[src/swlf_pkg.sv]
package swlf_pkg;

   localparam int STOP_PREFIX_CHARS = 5;
   localparam int PREFIX_W          = 8 * STOP_PREFIX_CHARS;
   localparam int STOP_COUNT        = 47;
   localparam logic [15:0] LINE_LIMIT = 16'd16384;
   localparam int FIFO_DEPTH        = 4;
   localparam int FIFO_PTR_W        = $clog2(FIFO_DEPTH);

   localparam logic [2:0] VERDICT_ACCEPT   = 3'd0;
   localparam logic [2:0] VERDICT_NOT_TWO  = 3'd1;
   localparam logic [2:0] VERDICT_TOO_LONG = 3'd2;
   localparam logic [2:0] VERDICT_SINGLE   = 3'd3;
   localparam logic [2:0] VERDICT_NON_ALPHA = 3'd4;
   localparam logic [2:0] VERDICT_STOP     = 3'd5;

   localparam logic CSR_MAX_WORD_LENGTH  = 1'b0;
   localparam logic CSR_STOP_LIST_ENABLE = 1'b1;

   localparam logic [5:0] MAX_WORD_LENGTH_RST = 6'd45;

   localparam logic [7:0] CHAR_CR  = 8'd13;
   localparam logic [7:0] CHAR_LF  = 8'd10;
   localparam logic [7:0] CHAR_SP  = 8'd32;
   localparam logic [7:0] CHAR_TAB = 8'd9;

   typedef struct packed {
      logic [7:0] text_byte;
      logic       end_of_text;
   } req_type;

   typedef struct packed {
      logic [15:0] line_number;
      logic [2:0]  verdict;
      logic [5:0]  first_length;
      logic [15:0] second_offset;
      logic [7:0]  second_length;
   } rsp_type;

   typedef struct packed {
      logic [15:0]         line_number;
      logic [1:0]          token_count;
      logic [6:0]          first_len;
      logic                first_all_letters;
      logic [PREFIX_W-1:0] first_prefix;
      logic [15:0]         second_start;
      logic [7:0]          second_len;
   } line_rec_type;

   typedef struct packed {
      logic [5:0] max_word_length;
      logic       stop_list_enable;
   } cfg_type;

   // right-aligned text, first character in the highest byte of the text
   localparam logic [PREFIX_W-1:0] STOP_TEXT [STOP_COUNT] = '{
      "and", "the", "with", "for", "so", "then", "will", "via", "your", "you",
      "me", "after", "other", "about", "is", "are", "to", "of", "in", "on",
      "nbsp", "was", "www", "very", "that", "she", "or", "more", "just", "it",
      "as", "by", "from", "we", "us", "this", "our", "at", "be", "do",
      "all", "but", "if", "my", "they", "one", "an"
   };

   localparam logic [2:0] STOP_LEN [STOP_COUNT] = '{
      3'd3, 3'd3, 3'd4, 3'd3, 3'd2, 3'd4, 3'd4, 3'd3, 3'd4, 3'd3,
      3'd2, 3'd5, 3'd5, 3'd5, 3'd2, 3'd3, 3'd2, 3'd2, 3'd2, 3'd2,
      3'd4, 3'd3, 3'd3, 3'd4, 3'd4, 3'd3, 3'd2, 3'd4, 3'd4, 3'd2,
      3'd2, 3'd2, 3'd4, 3'd2, 3'd2, 3'd4, 3'd3, 3'd2, 3'd2, 3'd2,
      3'd3, 3'd3, 3'd2, 3'd2, 3'd4, 3'd3, 3'd2
   };

   // reorder so that character i sits at bits 8i
   function automatic logic [PREFIX_W-1:0] pack_word(input logic [PREFIX_W-1:0] s,
                                                     input logic [2:0] n);
      logic [PREFIX_W-1:0] r;
      r = '0;
      for (int i = 0; i < STOP_PREFIX_CHARS; i++) begin
         if (i < int'(n)) begin
            r[8*i +: 8] = s[8*(int'(n)-1-i) +: 8];
         end
      end
      return r;
   endfunction

   function automatic logic stop_hit(input logic [PREFIX_W-1:0] prefix,
                                     input logic [6:0] len);
      logic hit;
      hit = 1'b0;
      for (int w = 0; w < STOP_COUNT; w++) begin
         if (len == {4'd0, STOP_LEN[w]} &&
             prefix == pack_word(STOP_TEXT[w], STOP_LEN[w])) begin
            hit = 1'b1;
         end
      end
      return hit;
   endfunction

endpackage

[src/stop_word_line_filter.sv]
// channel   direction  handshake                 payload
// req       in         push / full               req_word  (text_byte, end_of_text)
// rsp       out        pop / empty               rsp_word  (line verdict record)
// csr       in         csr_valid / csr_ready     csr_index, csr_wdata
//
// One byte per cycle while req_full is low; the tokenizer updates in the cycle the byte is taken.
// A line verdict goes from its closing byte into the record queue, then is
// classified into the output register that drives rsp.
// req_full rises only when the 4-entry record queue is full.
// Synchronous reset clears all line state and restores register defaults.
module stop_word_line_filter
   import swlf_pkg::*;
(
   input  logic       clock,
   input  logic       reset,
   input  logic       req_push,
   output logic       req_full,
   input  req_type    req_word,
   output logic       rsp_empty,
   input  logic       rsp_pop,
   output rsp_type    rsp_word,
   input  logic       csr_valid,
   output logic       csr_ready,
   input  logic       csr_index,
   input  logic [5:0] csr_wdata
);

   cfg_type      cfg_ff, cfg_in;
   logic         fire, rec_push, rec_pop, q_full, q_empty;
   line_rec_type rec_in_word, rec_out_word;

   assign csr_ready = 1'b1;
   assign req_full  = q_full;
   assign fire      = req_push && !q_full;

   always_comb begin
      cfg_in = cfg_ff;
      if (csr_valid) begin
         case (csr_index)
            CSR_MAX_WORD_LENGTH:  cfg_in.max_word_length  = csr_wdata;
            CSR_STOP_LIST_ENABLE: cfg_in.stop_list_enable = csr_wdata[0];
            default:              cfg_in = cfg_ff;
         endcase
      end
   end

   always_ff @(posedge clock) begin
      if (reset) begin
         cfg_ff.max_word_length  <= MAX_WORD_LENGTH_RST;
         cfg_ff.stop_list_enable <= 1'b1;
      end else begin
         cfg_ff <= cfg_in;
      end
   end

   swlf_front u_front (
      .clock    (clock),
      .reset    (reset),
      .fire     (fire),
      .req_word (req_word),
      .rec_push (rec_push),
      .rec_word (rec_in_word)
   );

   swlf_fifo u_fifo (
      .clock (clock),
      .reset (reset),
      .push  (rec_push),
      .wdata (rec_in_word),
      .pop   (rec_pop),
      .rdata (rec_out_word),
      .full  (q_full),
      .empty (q_empty)
   );

   swlf_back u_back (
      .clock     (clock),
      .reset     (reset),
      .cfg       (cfg_ff),
      .rec_valid (!q_empty),
      .rec_word  (rec_out_word),
      .rec_pop   (rec_pop),
      .rsp_empty (rsp_empty),
      .rsp_pop   (rsp_pop),
      .rsp_word  (rsp_word)
   );

endmodule

[src/swlf_front.sv]
module swlf_front
   import swlf_pkg::*;
(
   input  logic         clock,
   input  logic         reset,
   input  logic         fire,
   input  req_type      req_word,
   output logic         rec_push,
   output line_rec_type rec_word
);

   logic [15:0]         line_count_ff, line_count_in;
   logic                line_open_ff, line_open_in;
   logic                in_token_ff, in_token_in;
   logic [1:0]          token_count_ff, token_count_in;
   logic [6:0]          first_len_ff, first_len_in;
   logic                first_all_letters_ff, first_all_letters_in;
   logic [PREFIX_W-1:0] first_prefix_ff, first_prefix_in;
   logic [15:0]         byte_offset_ff, byte_offset_in;
   logic [15:0]         second_start_ff, second_start_in;
   logic [7:0]          second_len_ff, second_len_in;

   logic [7:0]          b;
   logic                eol, sep, letter, closing, emit;
   logic [15:0]         lc_inc, off_inc;
   logic                it_upd;
   logic [1:0]          tc_upd;
   logic [6:0]          fl_upd;
   logic                fal_upd;
   logic [PREFIX_W-1:0] fp_upd;
   logic [15:0]         ss_upd;
   logic [7:0]          sl_upd;

   assign b      = req_word.text_byte;
   assign eol    = (b == CHAR_CR) || (b == CHAR_LF);
   assign sep    = (b == CHAR_SP) || (b == CHAR_TAB);
   assign letter = (b >= 8'd65 && b <= 8'd90) || (b >= 8'd97 && b <= 8'd122);

   always_comb begin
      it_upd  = in_token_ff;
      tc_upd  = token_count_ff;
      fl_upd  = first_len_ff;
      fal_upd = first_all_letters_ff;
      fp_upd  = first_prefix_ff;
      ss_upd  = second_start_ff;
      sl_upd  = second_len_ff;
      if (!eol) begin
         if (sep) begin
            it_upd = 1'b0;
         end else begin
            if (!in_token_ff) begin
               it_upd = 1'b1;
               if (token_count_ff != 2'd3) begin
                  tc_upd = token_count_ff + 2'd1;
               end
               if (tc_upd == 2'd2) begin
                  ss_upd = byte_offset_ff;
               end
            end
            if (tc_upd == 2'd1) begin
               for (int i = 0; i < STOP_PREFIX_CHARS; i++) begin
                  if (first_len_ff == 7'(i)) begin
                     fp_upd[8*i +: 8] = b;
                  end
               end
               if (first_len_ff != 7'd64) begin
                  fl_upd = first_len_ff + 7'd1;
               end
               if (!letter) begin
                  fal_upd = 1'b0;
               end
            end else if (tc_upd == 2'd2) begin
               if (second_len_ff != 8'hFF) begin
                  sl_upd = second_len_ff + 8'd1;
               end
            end
         end
      end
   end

   assign lc_inc  = (line_count_ff == 16'hFFFF) ? line_count_ff : line_count_ff + 16'd1;
   assign off_inc = (byte_offset_ff == 16'hFFFF) ? byte_offset_ff : byte_offset_ff + 16'd1;
   assign closing = eol ? line_open_ff : req_word.end_of_text;
   assign emit    = closing && (lc_inc <= LINE_LIMIT);

   assign rec_push                   = fire && emit;
   assign rec_word.line_number       = lc_inc;
   assign rec_word.token_count       = tc_upd;
   assign rec_word.first_len         = fl_upd;
   assign rec_word.first_all_letters = fal_upd;
   assign rec_word.first_prefix      = fp_upd;
   assign rec_word.second_start      = ss_upd;
   assign rec_word.second_len        = sl_upd;

   always_comb begin
      line_count_in        = line_count_ff;
      line_open_in         = line_open_ff;
      in_token_in          = in_token_ff;
      token_count_in       = token_count_ff;
      first_len_in         = first_len_ff;
      first_all_letters_in = first_all_letters_ff;
      first_prefix_in      = first_prefix_ff;
      byte_offset_in       = byte_offset_ff;
      second_start_in      = second_start_ff;
      second_len_in        = second_len_ff;
      if (fire) begin
         if (closing) begin
            line_open_in         = 1'b0;
            in_token_in          = 1'b0;
            token_count_in       = 2'd0;
            first_len_in         = 7'd0;
            first_all_letters_in = 1'b1;
            first_prefix_in      = '0;
            second_start_in      = 16'd0;
            second_len_in        = 8'd0;
            line_count_in        = lc_inc;
         end else begin
            line_open_in         = line_open_ff || !eol;
            in_token_in          = it_upd;
            token_count_in       = tc_upd;
            first_len_in         = fl_upd;
            first_all_letters_in = fal_upd;
            first_prefix_in      = fp_upd;
            second_start_in      = ss_upd;
            second_len_in        = sl_upd;
         end
         byte_offset_in = off_inc;
         if (req_word.end_of_text) begin
            line_open_in         = 1'b0;
            in_token_in          = 1'b0;
            token_count_in       = 2'd0;
            first_len_in         = 7'd0;
            first_all_letters_in = 1'b1;
            first_prefix_in      = '0;
            second_start_in      = 16'd0;
            second_len_in        = 8'd0;
            line_count_in        = 16'd0;
            byte_offset_in       = 16'd0;
         end
      end
   end

   always_ff @(posedge clock) begin
      if (reset) begin
         line_count_ff        <= 16'd0;
         line_open_ff         <= 1'b0;
         in_token_ff          <= 1'b0;
         token_count_ff       <= 2'd0;
         first_len_ff         <= 7'd0;
         first_all_letters_ff <= 1'b1;
         first_prefix_ff      <= '0;
         byte_offset_ff       <= 16'd0;
         second_start_ff      <= 16'd0;
         second_len_ff        <= 8'd0;
      end else begin
         line_count_ff        <= line_count_in;
         line_open_ff         <= line_open_in;
         in_token_ff          <= in_token_in;
         token_count_ff       <= token_count_in;
         first_len_ff         <= first_len_in;
         first_all_letters_ff <= first_all_letters_in;
         first_prefix_ff      <= first_prefix_in;
         byte_offset_ff       <= byte_offset_in;
         second_start_ff      <= second_start_in;
         second_len_ff        <= second_len_in;
      end
   end

endmodule

[src/swlf_fifo.sv]
module swlf_fifo
   import swlf_pkg::*;
(
   input  logic         clock,
   input  logic         reset,
   input  logic         push,
   input  line_rec_type wdata,
   input  logic         pop,
   output line_rec_type rdata,
   output logic         full,
   output logic         empty
);

   line_rec_type              mem_ff [FIFO_DEPTH];
   logic [FIFO_PTR_W-1:0]     wr_ptr_ff, wr_ptr_in;
   logic [FIFO_PTR_W-1:0]     rd_ptr_ff, rd_ptr_in;
   logic [FIFO_PTR_W:0]       count_ff, count_in;
   logic                      do_push, do_pop;

   assign full    = (count_ff == (FIFO_PTR_W+1)'(FIFO_DEPTH));
   assign empty   = (count_ff == '0);
   assign do_push = push && !full;
   assign do_pop  = pop && !empty;
   assign rdata   = mem_ff[rd_ptr_ff];

   always_comb begin
      wr_ptr_in = do_push ? wr_ptr_ff + 1'b1 : wr_ptr_ff;
      rd_ptr_in = do_pop ? rd_ptr_ff + 1'b1 : rd_ptr_ff;
      count_in  = count_ff;
      if (do_push && !do_pop) begin
         count_in = count_ff + 1'b1;
      end else if (do_pop && !do_push) begin
         count_in = count_ff - 1'b1;
      end
   end

   always_ff @(posedge clock) begin
      if (do_push) begin
         mem_ff[wr_ptr_ff] <= wdata;
      end
   end

   always_ff @(posedge clock) begin
      if (reset) begin
         wr_ptr_ff <= '0;
         rd_ptr_ff <= '0;
         count_ff  <= '0;
      end else begin
         wr_ptr_ff <= wr_ptr_in;
         rd_ptr_ff <= rd_ptr_in;
         count_ff  <= count_in;
      end
   end

endmodule

[src/swlf_back.sv]
module swlf_back
   import swlf_pkg::*;
(
   input  logic         clock,
   input  logic         reset,
   input  cfg_type      cfg,
   input  logic         rec_valid,
   input  line_rec_type rec_word,
   output logic         rec_pop,
   output logic         rsp_empty,
   input  logic         rsp_pop,
   output rsp_type      rsp_word
);

   logic    out_valid_ff, out_valid_in;
   rsp_type out_ff, out_in;
   logic    load, two_plus;
   logic [2:0] verdict;

   assign two_plus = rec_word.token_count[1];

   always_comb begin
      if (rec_word.token_count != 2'd2) begin
         verdict = VERDICT_NOT_TWO;
      end else if (rec_word.first_len > {1'b0, cfg.max_word_length}) begin
         verdict = VERDICT_TOO_LONG;
      end else if (rec_word.first_len == 7'd1) begin
         verdict = VERDICT_SINGLE;
      end else if (!rec_word.first_all_letters) begin
         verdict = VERDICT_NON_ALPHA;
      end else if (cfg.stop_list_enable &&
                   stop_hit(rec_word.first_prefix, rec_word.first_len)) begin
         verdict = VERDICT_STOP;
      end else begin
         verdict = VERDICT_ACCEPT;
      end
   end

   assign load    = rec_valid && (!out_valid_ff || rsp_pop);
   assign rec_pop = load;

   always_comb begin
      out_in       = out_ff;
      out_valid_in = out_valid_ff;
      if (load) begin
         out_valid_in         = 1'b1;
         out_in.line_number   = rec_word.line_number;
         out_in.verdict       = verdict;
         out_in.first_length  = rec_word.first_len[6] ? 6'd63 : rec_word.first_len[5:0];
         out_in.second_offset = two_plus ? rec_word.second_start : 16'd0;
         out_in.second_length = two_plus ? rec_word.second_len : 8'd0;
      end else if (rsp_pop) begin
         out_valid_in = 1'b0;
      end
   end

   always_ff @(posedge clock) begin
      out_ff <= out_in;
   end

   always_ff @(posedge clock) begin
      if (reset) begin
         out_valid_ff <= 1'b0;
      end else begin
         out_valid_ff <= out_valid_in;
      end
   end

   assign rsp_empty = !out_valid_ff;
   assign rsp_word  = out_ff;

endmodule

[config.mk]
export PLATFORM = sky130hd
export DESIGN_NAME = stop_word_line_filter
export DESIGN_NICKNAME = d
export VERILOG_FILES = /design/src/swlf_pkg.sv /design/src/stop_word_line_filter.sv /design/src/swlf_front.sv /design/src/swlf_fifo.sv /design/src/swlf_back.sv
export SDC_FILE = /design/constraint.sdc
export NUM_CORES = 1
export LEC_CHECK = 0
export ABC_AREA = 0
export BUFFER_PORTS_ARGS = -buffer_cell sky130_fd_sc_hd__buf_2
export CAP_MARGIN = 0
export CORE_MARGIN = 3
export CORE_UTILIZATION = 62
export DETAILED_ROUTE_END_ITERATION = 10
export GPL_ROUTABILITY_DRIVEN = 0
export HOLD_SLACK_MARGIN = 0.06
export PLACE_DENSITY_LB_ADDON = 0.3
export SYNTH_ARGS = -nofsm -noshare
export SYNTH_HDL_FRONTEND = slang
export SYNTH_SLANG_ARGS = --single-unit
[constraint.sdc]
create_clock -name clock -period 7.1 [get_ports clock]
set_input_delay 0.71 -clock clock [delete_from_list [all_inputs] [get_ports clock]]
set_output_delay 0.71 -clock clock [all_outputs]
set_load 0.005 [all_outputs]
# Word-level counts from Yosys, hierarchy flattened
# Memory sizes are Yosys's and may differ from the RTL's. A register that Yosys moved wholly into a read port is not among the register bits.
# Cells that the tools add are included.
[word_totals]
regBits = 172
latch_bits = 0
ram_bits = 360
mem_bits_ro = 0
in_bits = 21
elab_cells = 392
n_memories = 1
[mem_list]
columns = ["memory", "depth", "word_bits", "rd", "rd_clocked_by_memory_dff", "write_ports", "line", "source"]
rows = [
  ["u_fifo.mem_ff", 4, 90, 1, 1, 1, "swlf_fifo.sv:14", "line_rec_type mem_ff [FIFO_DEPTH];"],
]
[op_classes]
add_sub_neg = 9
n_mul = 0
div = 0
n_lt_le_gt_ge = 6
eq_ne = 72
n_shift = 0
n_mux = 201
n_bitwise = 1
reduce_logical = 80
[ops]
columns = ["operator", "n"]
rows = [
  ["== test 40 x 16 -> 1 bit", 19],
  ["two-way mux 8 bit", 92],
  ["== test 40 x 24 -> 1 bit", 13],
  ["== test 40 x 32 -> 1 bit", 12],
  ["two-way mux 40 bit", 5],
  ["two-way mux 16 bit", 11],
  ["== test 40 bit", 3],
  ["two-way mux 1 bit", 68],
  ["logical AND 1 bit", 58],
  ["two-way mux 7 bit", 6],
  ["adder 16 x 1 -> 16 bit, second input constant", 2],
  ["== test 16 bit, second input constant", 2],
  ["two-way mux 2 bit", 15],
  ["== test 7 x 2 -> 1 bit, second input constant", 4],
  ["== test 8 x 4 -> 1 bit, second input constant", 3],
  ["== test 7 x 3 -> 1 bit, second input constant", 3],
  [">= comparator 8 x 7 -> 1 bit, second input constant", 2],
  ["<= comparator 16 x 15 -> 1 bit, second input constant", 1],
  ["<= comparator 8 x 7 -> 1 bit, second input constant", 2],
  ["== test 7 x 1 -> 1 bit, second input constant", 2],
  ["two-way mux 3 bit", 4],
  ["AND reduction 2 bit", 5],
  ["adder 8 x 1 -> 8 bit, second input constant", 1],
  ["== test 8 x 6 -> 1 bit, second input constant", 1],
  ["other kinds (19)", 35],
]

# Longest topological paths before layout
# Gate-level depths: netlist of run 1.
[depth]
depth_word = 62
depth_mapped = 16
depth_no_buf = 14

# Cells and area by module
# A second synthesis of run 1 with hierarchy kept.
[hier_totals]
cells_unflattened = 1598
area_unflattened_um2 = 23338.6
[modules_own_cells]
columns = ["module", "n_inst", "cells_each", "area_per_inst_um2", "seq_area_each_um2"]
rows = [
  ["swlf_fifo", 1, 518, 13540.5, 10990.5],
  ["swlf_front", 1, 658, 5913.2, 2162.1],
  ["swlf_back", 1, 388, 3562.2, 1491.4],
  ["stop_word_line_filter", 1, 34, 322.8, 140.1],
]

# Worst setup path after synthesis of run 1
# OpenSTA, ideal clock, no wires.
[synth_path]
path_type = "flip-flop to flip-flop"
from = "register u_front.line_count_ff[0]"
to = "memory u_fifo.mem_ff[0][0] (netlist name) (enable)"
setup_time_ns = 0.459
arrival_ns = 4.987
path_slack_ns = 1.655
stages_incl_launch_ff = 10
path_buffers = 0
period_less_slack_ns = 5.445
path_cell_list = "dfxtp_1 -> ha_1 -> nand3_1 -> nor4_2 -> and2_1 -> mux2_2 -> nor4_1 -> nand4_1 -> a2111oi_4 -> and2_1"
[synth_rtl]
columns = ["element", "line", "source"]
rows = [
  ["start: declaration", "swlf_front.sv:12", "logic [15:0] line_count_ff, line_count_in;"],
  ["start signal: assignment", "swlf_front.sv:156", "line_count_ff <= line_count_in;"],
  ["end: declaration", "swlf_fifo.sv:14", ""],
]

==> results of run 1 <==
through the flow:
stage / setup WS, ps / cell area (sq um) / hold slack [ps]
after floorplan: 1650 / 22100 / 434
after global placement: 2400 / 22900 / 447
after detailed placement: 2100 / 22900 / 469
after CTS: 1980 / 24700 / 336
after global routing: 1560 / 24700 / 339
final: 1930 / 24700 / 353
routing by layer:
metal	share of wire (%)	global-route usage (%)
met5	0	0
met1	41	35.6
met3	8.4	3.99
met4	2.9	7.42
met2	48	39.0
flip-flops by register name (all words and copies together), names as in the netlist, 2 cells and up, named ones only:
signal / flops
u_fifo.count_ff: 3
u_front.token_count_ff: 2
cfg_ff: 7
u_front.line_count_ff: 16
u_front.first_len_ff: 7
u_front.first_prefix_ff: 40
u_front.second_len_ff: 8
u_back.rsp_word: 49
u_fifo.mem_ff: 360
u_fifo.wr_ptr_ff: 2
u_front.byte_offset_ff: 16
u_front.second_start_ff: 16
u_fifo.rd_ptr_ff: 2
cell families (layout without fill, tap and decap cells):
family / count (synthesis) / in the layout
other cells: 1 / 1
compound gates: 197 / 197
flops: 534 / 534
xor+xnor: 35 / 35
mux: 153 / 153
fa+ha+maj: 19 / 19
simple gates: 452 / 452
buf+inv: 99 / 220
worst max-delay path by stage:
stage / slack (ps) / endpoint / cells after the start / startpoint
2_1_floorplan: 1650 / u_fifo.mem_ff[0][0]$_DFFE_PP_ / 9 / u_front.line_count_ff[0]$_SDFFE_PP0P_
3_3_place_gp: 2400 / u_fifo.count_ff[2]$_SDFFE_PP0P_ / 14 / u_front.line_count_ff[0]$_SDFFE_PP0P_
3_5_place_dp: 2100 / u_fifo.count_ff[2]$_SDFFE_PP0P_ / 14 / u_front.line_count_ff[0]$_SDFFE_PP0P_
4_1_cts: 1980 / u_fifo.count_ff[2]$_SDFFE_PP0P_ / 14 / u_front.line_count_ff[0]$_SDFFE_PP0P_
5_1_grt: 1560 / u_fifo.count_ff[2]$_SDFFE_PP0P_ / 14 / u_front.line_count_ff[0]$_SDFFE_PP0P_
6_report: 1930 / u_fifo.count_ff[2]$_SDFFE_PP0P_ / 14 / u_front.line_count_ff[0]$_SDFFE_PP0P_
worst max-delay path, delay by kind of cell (launching register included):
| kind | cells | cell delay, ps |
|---|---|---|
| compound gates | 2 | 770 |
| buf+inv | 1 | 70 |
| flops | 1 | 460 |
| fa+ha+maj | 3 | 1000 |
| mux | 1 | 420 |
| simple gates | 6 | 2190 |
| xor+xnor | 1 | 170 |
where the power goes:
part           internal [mW]  total [mW]  switching, mW
clock network           1.73        2.84           1.11
logic                  0.649        1.56          0.916
registers               3.72        3.87          0.152
total                   6.09        8.27           2.18
cell usage in the layout (no fill, tap or decap), drive strengths merged, types with 22 or more instances in the layout:
cell    Yosys  layout
dfxtp     125     125
nor2b      41      41
nand4      22      22
inv        33      36
nand3      33      33
clkbuf     47      72
edfxtp    409     409
mux2       64      64
o21ai      31      31
mux4       79      79
a22oi      69      69
buf        19      91
nand2      65      65
nor2      153     153
nor3       22      22
a21oi      33      33
xnor2      22      22
layout make-up:
| type | count | share of cell area [%] |
|---|---|---|
| multi-input combinational | 857 | 28.1 |
| clock inverter | 24 | 1.38 |
| inverter | 33 | 0.501 |
| timing repair buffer | 91 | 2.05 |
| clock buffer | 72 | 5.89 |
| tap | 455 | 2.30 |
| sequential | 534 | 59.8 |
==> impl_metrics.yaml, run 1 <==
status:
  status: "finished clean"
global_routing:
  track_usage_pct: 24.5
  antenna_found_initial: 0
  grt_pass1_vias: 12916
  grt_overflow_total: 0
  grt_max_degree: 77
  grt_pass1_wl_microns: 73300
route:
  drt_iter0_markers: 1362
  antenna_left: 0
  wl_per_cell_microns: 22.8
  routed_via_density: 6.45
  drcViolationCount: 0
  drt-total-wl_microns: 47000
  num_vias: 13332
  first_pass_iters: 8
synthesis:
  ys_async_sr_fraction_pct: 0
  synth_top_family_by_area: "multiplexers"
  synth-xor-area-share_pct: 1.39
  syn_area_sq_um: 22100
  synth_mux_area_share_pct: 12.0
  synth_top_cell_by_area: "edfxtp_1"
  synth_ff_type: "edfxtp_1"
  synth-compound-area-share_pct: 6.20
  synth_commonest_cells: "edfxtp_1 (409), nor2_1 (153), dfxtp_1 (125)"
  syn_inst: 1490
  synth_seq_cells: 534
  synth.distinct_cells: 69
  syn-num-nets: 1530
  seq_area_frac_synth_pct: 66.8
  ys_warn_count: 0
  synth_adder_area_share_pct: 1.11
  synth-simple-area-share_pct: 10.6
  synth_top_area_share_pct: 55.5
  synth.area.top_cells: "edfxtp_1 (56%), dfxtp_1 (11%), mux4_2 (6.7%)"
  syn_area_per_cell_sq_um: 14.8
  yosysMostFrequentCell: "edfxtp_1"
  synth_edf_count: 409
timing:
  worst_pin_slew_ps: 1210
  timing.fmax_mhz: 194
  hold_viol: 0
  period_share_pct: 72.7
  clock_skew_ps: 13.0
  rsz0062_at_grt: "no"
  finalSetupViolations: 0
  setup_tns_ps: 0
  slew_violations: 0
  min_period_ps: 5170
  slew_headroom_pct: 17.9
setup_path:
  worst_ep_required_time_ps: 7580
  worstSetupPathType: "reg -> reg"
  arrival_ps: 5650
  crit_slowest_cell: "nor4_2"
  crit_top_cell: "ha_1"
  path_max_fanout: 9
  endpoint_kind: "flip-flop"
  cp_cell_sequence: "ha_1 > nand3_1 > nor4_2 > and2_1 > mux2_2 > nor4_1 > nand4_1 > a2111oi_4 > ha_1 > inv_1 > fa_1 > xor2_1 > or3_1 > a21oi_1"
  reg2reg_depth: 14
  slowest_delay_ps: 670
  reg2reg_to: "u_fifo.count_ff[2]$_SDFFE_PP0P_"
  reg2reg_from: "u_front.line_count_ff[0]$_SDFFE_PP0P_"
  r2r_slack_ps: 1930
  start_kind: "flip-flop"
place:
  dpl.hpwl_microns: 29400
  dp.cells: 1970
  port_buffers: 71
clock_network:
  cts_tree: "yes"
  cts_inserted_buffers: 51
  clock_path_buffers: 3
  clkTransAtPathRegs_ps: 60
  post_cts_buffers: 0
  worstSkewPairLatency_ps: 560
  cts_hold_buffers: 0
  cts.sinks: 534
  clockRootBuffer: "clkbuf_16"
  htree_levels: 2
  cts_resized: 0
pwr:
  finalPower_mw: 8.27
  p_leak_nw: 8.35
  vdd_ir_drop_max_mv: 0.229
  p_per_area_nw_per_um2: 334
cells_and_area:
  fillers: 2138
  layout.area.seq_sq_um: 14800
  fin_cells: 2066
  multi_input_comb_area_sq_um: 6950
  fin_nets: 1608
  area_growth_pct: 11.8
  post-route-util_pct: 70.9
  n_antenna_cell: 0
  drive_above_1_share_pct: 20.5
floorplan:
  ios: 73
  die_h_microns: 195
  start_util_pct: 63.4
  row_count: 68
  die_w_microns: 195
  core_area_sq_um: 34900
  dieArea_sq_um: 38000
hold_path:
  min_to: "cfg_ff[6]$_SDFFE_PP1P_"
  hold_start: "csr_wdata[5]"
  hold_depth: 2
  hp-class: "in -> reg"
run:
  maxCapViolations: 0
Power figures use the tool's default switching activity.
==> run 2, diff against run 1 <==
- ABC_AREA: 0 -> 1
- clock period: 7.1 -> 5.25 ns (I/O delays scaled with it)
==> run 2 against run 1 <==
  * First-iteration DRC count grew 22%
  * Power grew 49%
  * Critical path depth shrank 2
  * Routed wire length grew 18%
  * Clock power grew 28%
  * Clock-buffer cell count shrank 3
  * Flip-flop and latch count is the same
  * Highest routed layer unchanged
==> impl_metrics.yaml, run 2 <==
run:
  maxCapViolations: 0
floorplan:
  start_util_pct: 63.1
  dieArea_sq_um: 39800
  core_area_sq_um: 36800
  die_h_microns: 200
  die_w_microns: 200
  ios: 73
  row_count: 70
clock_network:
  clkTransAtPathRegs_ps: 60
  clock_path_buffers: 3
  worstSkewPairLatency_ps: 590
  cts_inserted_buffers: 52
  cts_resized: 0
  cts_hold_buffers: 0
  clockRootBuffer: "clkbuf_16"
  post_cts_buffers: 0
  cts_tree: "yes"
  cts.sinks: 534
  htree_levels: 2
cells_and_area:
  layout.area.seq_sq_um: 14800
  final_common_cell: "nand2_1"
  n_antenna_cell: 0
  fin_nets: 2506
  area_growth_pct: 10.5
  fin_cells: 2977
  post-route-util_pct: 69.8
  finalInstanceArea_sq_um: 25700
  largest_reg_flops: 360
  layout_common_cells: "nand2_1 (727), edfxtp_1 (409), nor2_1 (221), o21ai_0 (171), inv_1 (167)"
  fillers: 2548
  top_register: "u_fifo.mem_ff"
  drive_above_1_share_pct: 8.45
  multi_input_comb_area_sq_um: 7340
pwr:
  p_seq_share_pct: 42.4
  netSwitchingPower_mw: 4.24
  clkPwrFrac_pct: 29.5
  p_per_area_nw_per_um2: 480
  intPower_mw: 8.08
  swShare_pct: 34.4
  p_leak_nw: 9.76
  comb_power_share_pct: 28.1
  vdd_ir_drop_max_mv: 0.683
timing:
  timing.fmax_mhz: 245
  clock_skew_ps: 16.7
  hold_viol: 0
  worst_pin_slew_ps: 1160
  slew_violations: 0
  rsz0062_at_grt: "no"
  period_share_pct: 77.6
  finalSetupViolations: 0
  slew_headroom_pct: 22.8
  min_period_ps: 4070
synthesis:
  yosysMostFrequentCell: "nand2_1"
  syn-num-nets: 2458
  synth_edf_count: 409
  synth_ff_type: "edfxtp_1"
  synth_top_area_share_pct: 52.9
  synth.area.top_cells: "edfxtp_1 (53%), nand2_1 (12%), dfxtp_1 (11%)"
  ys_async_sr_fraction_pct: 0
  syn_area_sq_um: 23200
  synth_commonest_cells: "nand2_1 (727), edfxtp_1 (409), nor2_1 (225)"
  syn_inst: 2418
  synth_top_cell_by_area: "edfxtp_1"
  seq_area_frac_synth_pct: 63.7
  syn_area_per_cell_sq_um: 9.60
  synth_seq_cells: 534
  ys_warn_count: 0
  synth.distinct_cells: 46
setup_path:
  worstSetupPathType: "reg -> reg"
  slowest_delay_ps: 720
  path_max_fanout: 24
  crit_slowest_cell: "nor2_4"
  start_kind: "flip-flop"
  arrival_ps: 4340
  cp_cell_sequence: "ha_1 > nand3_1 > inv_1 > nand4_1 > o21bai_1 > nand3b_1 > nor2_1 > nand3_1 > nand2_1 > nand3_2 > nor2_4 > buf_4"
  worst_ep_required_time_ps: 5520
  reg2reg_from: "u_front.line_count_ff[0]$_SDFFE_PP0P_"
  crit_top_cell: "nand3_1"
  crit_start: "u_front.line_count_ff[0]$_SDFFE_PP0P_"
  reg2reg_depth: 12
  endpoint_kind: "flip-flop"
global_routing:
  grt_max_degree: 108
  grt_pass1_wl_microns: 87600
  track_usage_pct: 27.9
  grt_pass1_vias: 17047
  grt_overflow_total: 0
  antenna_found_initial: 0
status:
  status: "finished clean"
route:
  antenna_left: 0
  routed_via_density: 5.94
  drcViolationCount: 0
  drt_iter0_markers: 1658
  wl_per_cell_microns: 18.6
  first_pass_iters: 9
  num_vias: 17681
  drt-total-wl_microns: 55400
hold_path:
  hold_start: "csr_wdata[0]"
  hp-class: "in -> reg"
  hold_depth: 3
place:
  placed_area_sq_um: 24000
  dp.cells: 2880
  dpl.hpwl_microns: 34200
  port_buffers: 71
-- run 2: changes by cell type in the layout (fill, tap and decap cells not counted), moves of 66 or more --
cell and change:
inv_1 +134, a21oi_1 +79, nand3_1 +122, o21ai_0 +141
nor2_1 +68, nand2_1 +662, a22oi_1 -68, mux4_2 -66
-- run 2: logic make-up (layout without fill, tap and decap cells) --
group | after synthesis | in the layout | share of synthesized area (%)
AO/OA/AOI/OAI | 357 | 357 | 8.22
adder cells (fa/ha/maj) | 19 | 19 | 1.06
flip-flops | 534 | 534 | 63.7
AND/OR/NAND/NOR | 1196 | 1196 | 21.1
other | 1 | 1 | 0.0161
multiplexers | 1 | 1 | 0.0485
buffers and inverters | 285 | 376 | 4.96
XOR/XNOR | 25 | 25 | 0.943
-- run 2: critical path, delay by kind of cell (launching register included) --
family                   cells  cell delay, ps
AO/OA/AOI/OAI                1             460
adder cells (fa/ha/maj)      1             250
buffers and inverters        2             530
flip-flops                   1             450
AND/OR/NAND/NOR              8            2060
-- run 2: final timing paths --
check,end,slack [ps]
hold reg to reg,u_front.second_start_ff[10]$_SDFFE_PP0P_,470
setup / recovery,u_fifo.mem_ff[0][16]$_DFFE_PP_,1180
setup reg to reg,u_fifo.mem_ff[0][16]$_DFFE_PP_,1180
hold / removal,cfg_ff[1]$_SDFFE_PP1P_,160
-- run 2: per-layer routing --
metal	vias up	track usage, %	wire length, microns
li1	8286	-	-
met1	8376	37.7	22100
met2	893	46.4	27000
met3	126	5.48	4820
met4	0	8.87	1390
met5	-	0	0
-- run 2: area by class of cell --
class,instances,area share (%)
multi-input combinational,1599,28.6
sequential,534,57.6
clock inverter,28,0.892
clock buffer,69,5.63
inverter,185,2.72
timing repair buffer,94,2.25
tap,468,2.28
-- run 2: power groups by stage --
stage                     logic [mW]  clock network, mW  registers [mW]
after detailed placement        3.40                  0            5.31
after CTS                       3.43               3.66            5.23
after floorplan                 2.36                  0            5.30
final                           3.46               3.63            5.23
after global placement          3.28                  0            5.30
after global routing            3.88               3.84            5.26
-- run 2: through the flow --
step / hold WS, ps / total power, mW / setup WS (ps) / setup TNS [ps]
floorplan: 435 / 7.66 / -1100 / -394700
global placement: 448 / 8.57 / 1380 / 0
detailed placement: 454 / 8.71 / 1280 / 0
CTS: 144 / 12.3 / 1230 / 0
global route: 174 / 13.0 / 788 / 0
finish: 164 / 12.3 / 1180 / 0
